File: config.mk
export PLATFORM = sky130hd
export DESIGN_NAME = midi_trigger_matcher
export DESIGN_NICKNAME = d
export VERILOG_FILES = /design/src/rtl/core/mtm_pkg.sv /design/src/rtl/core/mtm_cfg.sv /design/src/rtl/core/mtm_match.sv /design/src/rtl/core/midi_trigger_matcher.sv
export SDC_FILE = /design/constraint.sdc
export NUM_CORES = 1
export LEC_CHECK = 0
export BUFFER_PORTS_ARGS = -buffer_cell sky130_fd_sc_hd__buf_2
export CAP_MARGIN = 20
export CORE_MARGIN = 2
export CORE_UTILIZATION = 44
export DETAILED_ROUTE_END_ITERATION = 10
export PLACE_DENSITY_LB_ADDON = 0.1
export SYNTH_ARGS = -nofsm -noshare
export SYNTH_HDL_FRONTEND = slang
export SYNTH_SLANG_ARGS = --single-unit
File: constraint.sdc
create_clock -name clk -period 7.9 [get_ports clk]
set_input_delay 0.395 -clock clk [delete_from_list [all_inputs] [get_ports clk]]
set_output_delay 0.395 -clock clk [all_outputs]
set_load 0.01 [all_outputs]
File: src/rtl/core/mtm_pkg.sv
// Types, register indexes and MIDI constants for the trigger matcher
package mtm_pkg;

	localparam int TIME_WIDTH_DEF = 32;
	localparam int CFG_IDX_W      = 3;
	localparam int CFG_DATA_W     = 16;

	// Register indexes
	localparam logic [CFG_IDX_W-1:0] REG_ENABLE      = 3'd0;
	localparam logic [CFG_IDX_W-1:0] REG_STATUS      = 3'd1;
	localparam logic [CFG_IDX_W-1:0] REG_FIRST_DATA  = 3'd2;
	localparam logic [CFG_IDX_W-1:0] REG_SECOND_DATA = 3'd3;
	localparam logic [CFG_IDX_W-1:0] REG_ACTION      = 3'd4;
	localparam logic [CFG_IDX_W-1:0] REG_DEBOUNCE    = 3'd5;
	localparam logic [CFG_IDX_W-1:0] REG_BEND_LOW    = 3'd6;

	// Register reset values
	localparam logic [7:0]  STATUS_RST   = 8'h80;
	localparam logic [15:0] DEBOUNCE_RST = 16'd100;
	localparam logic [6:0]  BEND_LOW_RST = 7'd10;

	// Status high nibbles
	localparam logic [3:0] NIB_NOTE_OFF = 4'h8;
	localparam logic [3:0] NIB_NOTE_ON  = 4'h9;
	localparam logic [3:0] NIB_CTRL     = 4'hB;
	localparam logic [3:0] NIB_PROG     = 4'hC;
	localparam logic [3:0] NIB_BEND     = 4'hE;
	localparam logic [3:0] NIB_SYSTEM   = 4'hF;

	// Controller numbers
	localparam logic [6:0] CC_MOMENTARY_LO = 7'd64;
	localparam logic [6:0] CC_MOMENTARY_HI = 7'd97;
	localparam logic [6:0] CC_BANK_MSB     = 7'd0;
	localparam logic [6:0] CC_BANK_LSB     = 7'd32;

	typedef struct packed {
		logic        enable;
		logic [7:0]  status;
		logic [6:0]  first_data;
		logic [6:0]  second_data;
		logic [2:0]  action;
		logic [15:0] debounce;
		logic [6:0]  bend_low;
	} cfg_t;

	typedef struct packed {
		logic [7:0] status;
		logic [6:0] first_data;
		logic [6:0] second_data;
	} msg_t;

	typedef struct packed {
		logic       fire;
		logic [2:0] action;
	} result_t;

endpackage

File: src/rtl/core/mtm_cfg.sv
// Configuration registers and trigger-change detect
module mtm_cfg
	import mtm_pkg::*;
(
	input  logic                  clk,
	input  logic                  arst_n,
	input  logic                  cfg_wr_en,
	input  logic [CFG_IDX_W-1:0]  cfg_index,
	input  logic [CFG_DATA_W-1:0] cfg_data,
	output cfg_t                  cfg,
	output logic                  trig_change
);

	cfg_t cfg_q;

	// A changed trigger field drops the debounce arm
	always_comb begin
		trig_change = 1'b0;
		if (cfg_wr_en) begin
			unique case (cfg_index)
				REG_ENABLE:      trig_change = cfg_data[0] != cfg_q.enable;
				REG_STATUS:      trig_change = cfg_data[7:0] != cfg_q.status;
				REG_FIRST_DATA:  trig_change = cfg_data[6:0] != cfg_q.first_data;
				REG_SECOND_DATA: trig_change = cfg_data[6:0] != cfg_q.second_data;
				default:         trig_change = 1'b0;
			endcase
		end
	end

	// Register writes
	always_ff @(posedge clk or negedge arst_n) begin
		if (!arst_n) begin
			cfg_q.enable      <= 1'b0;
			cfg_q.status      <= STATUS_RST;
			cfg_q.first_data  <= '0;
			cfg_q.second_data <= '0;
			cfg_q.action      <= '0;
			cfg_q.debounce    <= DEBOUNCE_RST;
			cfg_q.bend_low    <= BEND_LOW_RST;
		end else if (cfg_wr_en) begin
			unique case (cfg_index)
				REG_ENABLE:      cfg_q.enable      <= cfg_data[0];
				REG_STATUS:      cfg_q.status      <= cfg_data[7:0];
				REG_FIRST_DATA:  cfg_q.first_data  <= cfg_data[6:0];
				REG_SECOND_DATA: cfg_q.second_data <= cfg_data[6:0];
				REG_ACTION:      cfg_q.action      <= cfg_data[2:0];
				REG_DEBOUNCE:    cfg_q.debounce    <= cfg_data;
				REG_BEND_LOW:    cfg_q.bend_low    <= cfg_data[6:0];
				default:         ;
			endcase
		end
	end

	assign cfg = cfg_q;

endmodule

File: src/rtl/core/mtm_match.sv
// Trigger compare, debounce state and fire decision
module mtm_match
	import mtm_pkg::*;
#(
	parameter int TIME_WIDTH = TIME_WIDTH_DEF
) (
	input  logic                  clk,
	input  logic                  arst_n,
	input  cfg_t                  cfg,
	input  logic                  trig_change,
	input  logic                  advance,
	input  msg_t                  msg,
	input  logic [TIME_WIDTH-1:0] now,
	output result_t               result
);

	logic [TIME_WIDTH-1:0] armed_time_q;
	logic                  active_q;

	logic [3:0]            thi;
	logic [3:0]            mhi;
	logic                  same_note;
	logic                  t_on;
	logic                  t_off;
	logic                  m_off;
	logic [TIME_WIDTH-1:0] elapsed;
	logic                  in_window;
	logic                  fire_c;
	logic                  do_arm;
	logic                  do_disarm;

	// Message classification
	always_comb begin
		thi       = cfg.status[7:4];
		mhi       = msg.status[7:4];
		same_note = (msg.status[3:0] == cfg.status[3:0]) &&
			(msg.first_data == cfg.first_data);
		t_on      = (thi == NIB_NOTE_ON) && (cfg.second_data != '0);
		t_off     = (thi == NIB_NOTE_OFF) ||
			((thi == NIB_NOTE_ON) && (cfg.second_data == '0));
		m_off     = (mhi == NIB_NOTE_OFF) ||
			((mhi == NIB_NOTE_ON) && (msg.second_data == '0));
		elapsed   = now - armed_time_q;
		in_window = active_q &&
			(elapsed < {{(TIME_WIDTH-CFG_DATA_W){1'b0}}, cfg.debounce});
	end

	// Fire decision, first matching rule wins
	always_comb begin
		fire_c    = 1'b0;
		do_arm    = 1'b0;
		do_disarm = 1'b0;
		priority if (!cfg.enable) begin
			fire_c = 1'b0;
		end else if (t_on && m_off && same_note) begin
			do_disarm = 1'b1;
		end else if (t_off && (mhi == NIB_NOTE_ON) && (msg.second_data == '0) &&
				same_note) begin
			do_arm = 1'b1;
			fire_c = 1'b1;
		end else if (msg.status != cfg.status) begin
			fire_c = 1'b0;
		end else if (mhi == NIB_SYSTEM) begin
			fire_c = 1'b1;
		end else if (mhi == NIB_PROG) begin
			fire_c = msg.first_data == cfg.first_data;
		end else if (mhi == NIB_BEND) begin
			if ((msg.second_data == '0) && (msg.first_data < cfg.bend_low)) begin
				do_disarm = 1'b1;
			end else if (!in_window) begin
				do_arm = 1'b1;
				fire_c = 1'b1;
			end
		end else if ((mhi == NIB_CTRL) && (msg.first_data >= CC_MOMENTARY_LO) &&
				(msg.first_data <= CC_MOMENTARY_HI)) begin
			fire_c = msg.second_data != '0;
		end else if ((mhi == NIB_CTRL) && ((msg.first_data == CC_BANK_MSB) ||
				(msg.first_data == CC_BANK_LSB))) begin
			fire_c = msg.second_data == cfg.second_data;
		end else if (((mhi == NIB_NOTE_OFF) || (mhi == NIB_NOTE_ON)) &&
				(msg.first_data != cfg.first_data)) begin
			fire_c = 1'b0;
		end else if (msg.second_data == '0) begin
			do_disarm = 1'b1;
		end else if (!in_window) begin
			do_arm = 1'b1;
			fire_c = 1'b1;
		end else begin
			// repeat inside the debounce window is dropped
			fire_c = 1'b0;
		end
	end

	// Debounce state
	always_ff @(posedge clk or negedge arst_n) begin
		if (!arst_n) begin
			armed_time_q <= '0;
			active_q     <= 1'b0;
		end else if (trig_change) begin
			active_q <= 1'b0;
		end else if (advance) begin
			if (do_arm) begin
				armed_time_q <= now;
				active_q     <= 1'b1;
			end else if (do_disarm) begin
				active_q <= 1'b0;
			end
		end
	end

	assign result.fire   = fire_c;
	assign result.action = fire_c ? cfg.action : 3'd0;

endmodule

File: src/rtl/core/midi_trigger_matcher.sv
// MIDI trigger matcher: one message beat in, one fire/action beat out. A message is
// captured in an input register, compared against the trigger combinationally and
// the decision is written to an output register, and one message is taken every
// cycle while the output side keeps up. The debounce arm time is updated in the
// same cycle the decision is made, so back-to-back messages see each other's
// effect. Configuration writes take effect on the next cycle.
module midi_trigger_matcher
	import mtm_pkg::*;
#(
	parameter int TIME_WIDTH = TIME_WIDTH_DEF
) (
	input  logic                  clk,
	input  logic                  arst_n,
	input  logic                  cfg_wr_en,
	input  logic [CFG_IDX_W-1:0]  cfg_index,
	input  logic [CFG_DATA_W-1:0] cfg_data,
	input  logic                  in_valid,
	output logic                  in_ready,
	input  logic [7:0]            status_byte,
	input  logic [6:0]            first_data,
	input  logic [6:0]            second_data,
	input  logic [TIME_WIDTH-1:0] now_ms,
	output logic                  out_valid,
	input  logic                  out_ready,
	output logic                  fire,
	output logic [2:0]            fired_action
);

	cfg_t                  cfg;
	logic                  trig_change;
	logic                  valid_s1;
	msg_t                  msg_s1;
	logic [TIME_WIDTH-1:0] now_s1;
	logic                  valid_s2;
	result_t               result_s2;
	result_t               result_c;
	logic                  advance;

	// Stage 1 moves on when the output register is free or draining
	assign advance  = valid_s1 && (!valid_s2 || out_ready);
	assign in_ready = !valid_s1 || advance;

	mtm_cfg u_cfg (
		.clk         (clk),
		.arst_n      (arst_n),
		.cfg_wr_en   (cfg_wr_en),
		.cfg_index   (cfg_index),
		.cfg_data    (cfg_data),
		.cfg         (cfg),
		.trig_change (trig_change)
	);

	mtm_match #(
		.TIME_WIDTH (TIME_WIDTH)
	) u_match (
		.clk         (clk),
		.arst_n      (arst_n),
		.cfg         (cfg),
		.trig_change (trig_change),
		.advance     (advance),
		.msg         (msg_s1),
		.now         (now_s1),
		.result      (result_c)
	);

	// Input register
	always_ff @(posedge clk or negedge arst_n) begin
		if (!arst_n) begin
			valid_s1 <= 1'b0;
		end else if (in_ready) begin
			valid_s1 <= in_valid;
		end
	end

	always_ff @(posedge clk) begin
		if (in_valid && in_ready) begin
			msg_s1.status      <= status_byte;
			msg_s1.first_data  <= first_data;
			msg_s1.second_data <= second_data;
			now_s1             <= now_ms;
		end
	end

	// Output register
	always_ff @(posedge clk or negedge arst_n) begin
		if (!arst_n) begin
			valid_s2 <= 1'b0;
		end else if (!valid_s2 || out_ready) begin
			valid_s2 <= valid_s1;
		end
	end

	always_ff @(posedge clk) begin
		if (advance) begin
			result_s2 <= result_c;
		end
	end

	assign out_valid    = valid_s2;
	assign fire         = result_s2.fire;
	assign fired_action = result_s2.action;

endmodule

==> flow_summary.json <==
{
  "ys_seq_area_frac": 0.454,
  "relSlewSlack": 0.204,
  "final_layout_size_suffix_gt1_frac": 0.251,
  "setup_viol": 0,
  "async_reset_ff_frac": 0.592,
  "n_fill_cell": 1676,
  "drt_iter0_markers": 336,
  "clk_latency_ns": 0.43,
  "port_buffers": 83,
  "required_ns": 8.21,
  "antenna_found_initial": 0,
  "mostFrequentLayoutCell": "buf_2",
  "cts.sinks": 142,
  "crit_type": "reg2reg",
  "pre_cts_slack_ns": 3.03,
  "synth_cell_type_count": 63,
  "grt_pass1_wl_um": 32200,
  "power_mw": 2.13,
  "ys.flop_type": "dfrtp_1",
  "hold_viol_final": 0,
  "synth_edf_count": 58,
  "syn-cell-area_um2": 8480,
  "max-cap-violations": 0,
  "gp_congestion": 0.907,
  "die_w_um": 143,
  "grt_setup_unrepaired": "false",
  "dp_hpwl_um": 14700,
  "grt_overflow_total": 0,
  "vias": 6037,
  "hold_path.class": "in2reg",
  "post_cts_resized": 0,
  "ys_seq_elements": 142,
  "layout_setup_ws_ns": 3.00,
  "cts_tree": "built",
  "endpoint_kind": "flip-flop",
  "fin_nets": 982,
  "diodes": 0,
  "avgSynthCellArea_um2": 11.0,
  "leakagePower_nw": 4.05,
  "synth_cells": 773,
  "yosysWarnings": 0,
  "tightest_slew_ns": 1.19,
  "final_area_um2": 9700,
  "drc_errors": 0,
  "die_h_um": 143,
  "cts_buffers": 17,
  "syn_nets": 904,
  "max-vdd-ir-drop_mv": 0.161,
  "clk_path_buf_depth": 2,
  "cp_max_fo": 32,
  "finClkSkew_ns": 0.0132,
  "fin_crit_sh": 0.620,
  "cts-hold-fix-buffers": 1,
  "routed_wl_um": 19800,
  "h-tree-depth": 4,
  "path_clk_slew_ns": 0.07,
  "placed_area_um2": 9120,
  "grt_pass1_vias": 6293,
  "outcome": "completed",
  "vias_per_cell": 5.37,
  "wire_per_inst_um": 17.6,
  "rows": 50,
  "start_util": 0.450,
  "fin_crit_ns": 4.90,
  "drv_slew": 0,
  "dieArea_um2": 20400,
  "cp-startpoint": "now_s1[0]",
  "grt_max_degree": 57,
  "final_cell_mix": "82 x buf_2, 78 x dfrtp_1, 60 x inv_1",
  "powerDensity_nw_per_um2": 220,
  "drtAntennaViolNets": 0,
  "timing.fmax_ghz": 0.204,
  "ioPinCount": 84,
  "r2r-start": "now_s1[0]",
  "track_usage": 0.204,
  "worstHoldStart": "first_data[4]",
  "placeableCoreArea_um2": 18800,
  "syn_to_final_growth_pct": 14.3,
  "final.setup.tns_ns": 0,
  "worstPathArrival_ns": 5.21,
  "cts-root-buf": "clkbuf_16",
  "startpoint_type": "flip-flop",
  "dr.pass1.iters": 4,
  "postCtsSetupRepairBufs": 0
}
[synth_stat cells, types with 5 or more instances]
cell | instances | area [um^2]
nor2_1 | 34 | 128
xor2_1 | 23 | 201
ha_1 | 52 | 651
nand2b_1 | 17 | 106
nor2b_1 | 7 | 43.8
and2_1 | 5 | 31.3
clkbuf_1 | 22 | 82.6
nand2_1 | 48 | 180
xnor2_1 | 36 | 315
o21ai_0 | 42 | 210
nor3_1 | 7 | 35.0
nand4_1 | 12 | 75.1
dfstp_2 | 6 | 158
inv_1 | 60 | 225
o21a_1 | 5 | 37.5
dfrtp_1 | 78 | 1950
nand3b_1 | 6 | 45.0
nand3_1 | 11 | 55.1
nor4_1 | 13 | 81.3
a211oi_1 | 6 | 45.0
o211ai_1 | 6 | 45.0
edfxtp_1 | 58 | 1740
nor3b_1 | 7 | 52.6
mux2_4 | 29 | 435
mux2i_1 | 16 | 160
a21o_1 | 10 | 75.1
a21oi_1 | 49 | 245
mux2_2 | 52 | 586
[registers in the layout, indices dropped and copies added (netlist names)]
name	cells
u_cfg.cfg	49
now_s1	32
u_match.armed_time_q	32
msg_s1	22
fired_action	3
fire	1
out_valid	1
u_match.active_q	1
valid_s1	1
[layout make-up]
type	count	area [um^2]	area share
Clock buffer	19	443	0.0457
Clock inverter	13	123	0.0126
Sequential cell	142	3850	0.397
Multi-Input combinational cell	542	4270	0.440
Timing Repair Buffer	88	458	0.0472
Inverter	60	225	0.0232
Tap cell	260	325	0.0336
[final timing paths]
path,endpoint,slack (ns),cells after the start
min in group asynchronous,u_match.armed_time_q[9],0.43,2
hold reg to reg,u_cfg.cfg[24],0.50,1
hold / removal,msg_s1[11],0.13,1
setup / recovery,u_match.armed_time_q[17],3.00,22
setup reg to reg,u_match.armed_time_q[17],3.00,22
max in group asynchronous,u_cfg.cfg[27],6.38,3
[metrics by stage]
step,utilization,hold slack [ns],std cells
detailed placement,0.484,0.351,1091
global placement,0.484,0.347,1091
global route,0.515,0.113,1124
finish,0.515,0.135,1124
floorplan,-,0.0994,773
CTS,0.515,0.120,1124
[where the power goes]
| group | switching, mW | internal (mW) | total (mW) |
|---|---|---|---|
| registers | 0.0647 | 0.861 | 0.925 |
| clock network | 0.355 | 0.423 | 0.779 |
| logic | 0.227 | 0.201 | 0.428 |
| total | 0.647 | 1.49 | 2.13 |
[metal layers]
layer / share of wire / global-route usage / vias to the layer above
met4: 0.026 / 0.0756 / 0
met2: 0.50 / 0.350 / 129
met5: 0 / 0 / -
met1: 0.44 / 0.253 / 2932
li1: - / - / 2943
met3: 0.035 / 0.0419 / 33
[cell families (layout without fill, tap and decap cells)]
| group | after synthesis | in the layout | share of synthesized area |
|---|---|---|---|
| fa+ha+maj | 53 | 53 | 0.0791 |
| compound gates | 153 | 153 | 0.113 |
| xor+xnor | 59 | 59 | 0.0609 |
| simple gates | 180 | 180 | 0.111 |
| mux | 97 | 97 | 0.139 |
| buf+inv | 89 | 180 | 0.0423 |
| flops | 142 | 142 | 0.454 |
[worst max-delay path, stage by stage (launching register included)]
cell and delay, ns:
edfxtp_1 0.34, inv_1 0.04, ha_1 0.21, fa_1 0.42
nand2b_1 0.19, a21oi_1 0.27, nor2_1 0.12, o21ai_0 0.29
a21o_1 0.16, a21oi_1 0.08, xnor2_1 0.15, ha_1 0.27
nand2_1 0.07, nor2_1 0.04, a211oi_1 0.33, o22ai_1 0.11
nor2_1 0.10, o211ai_1 0.09, nor4_1 0.24, nand4_1 0.24
a32o_2 0.30, buf_4 0.32, mux2_4 0.37
(Power assumes the default switching activity.)
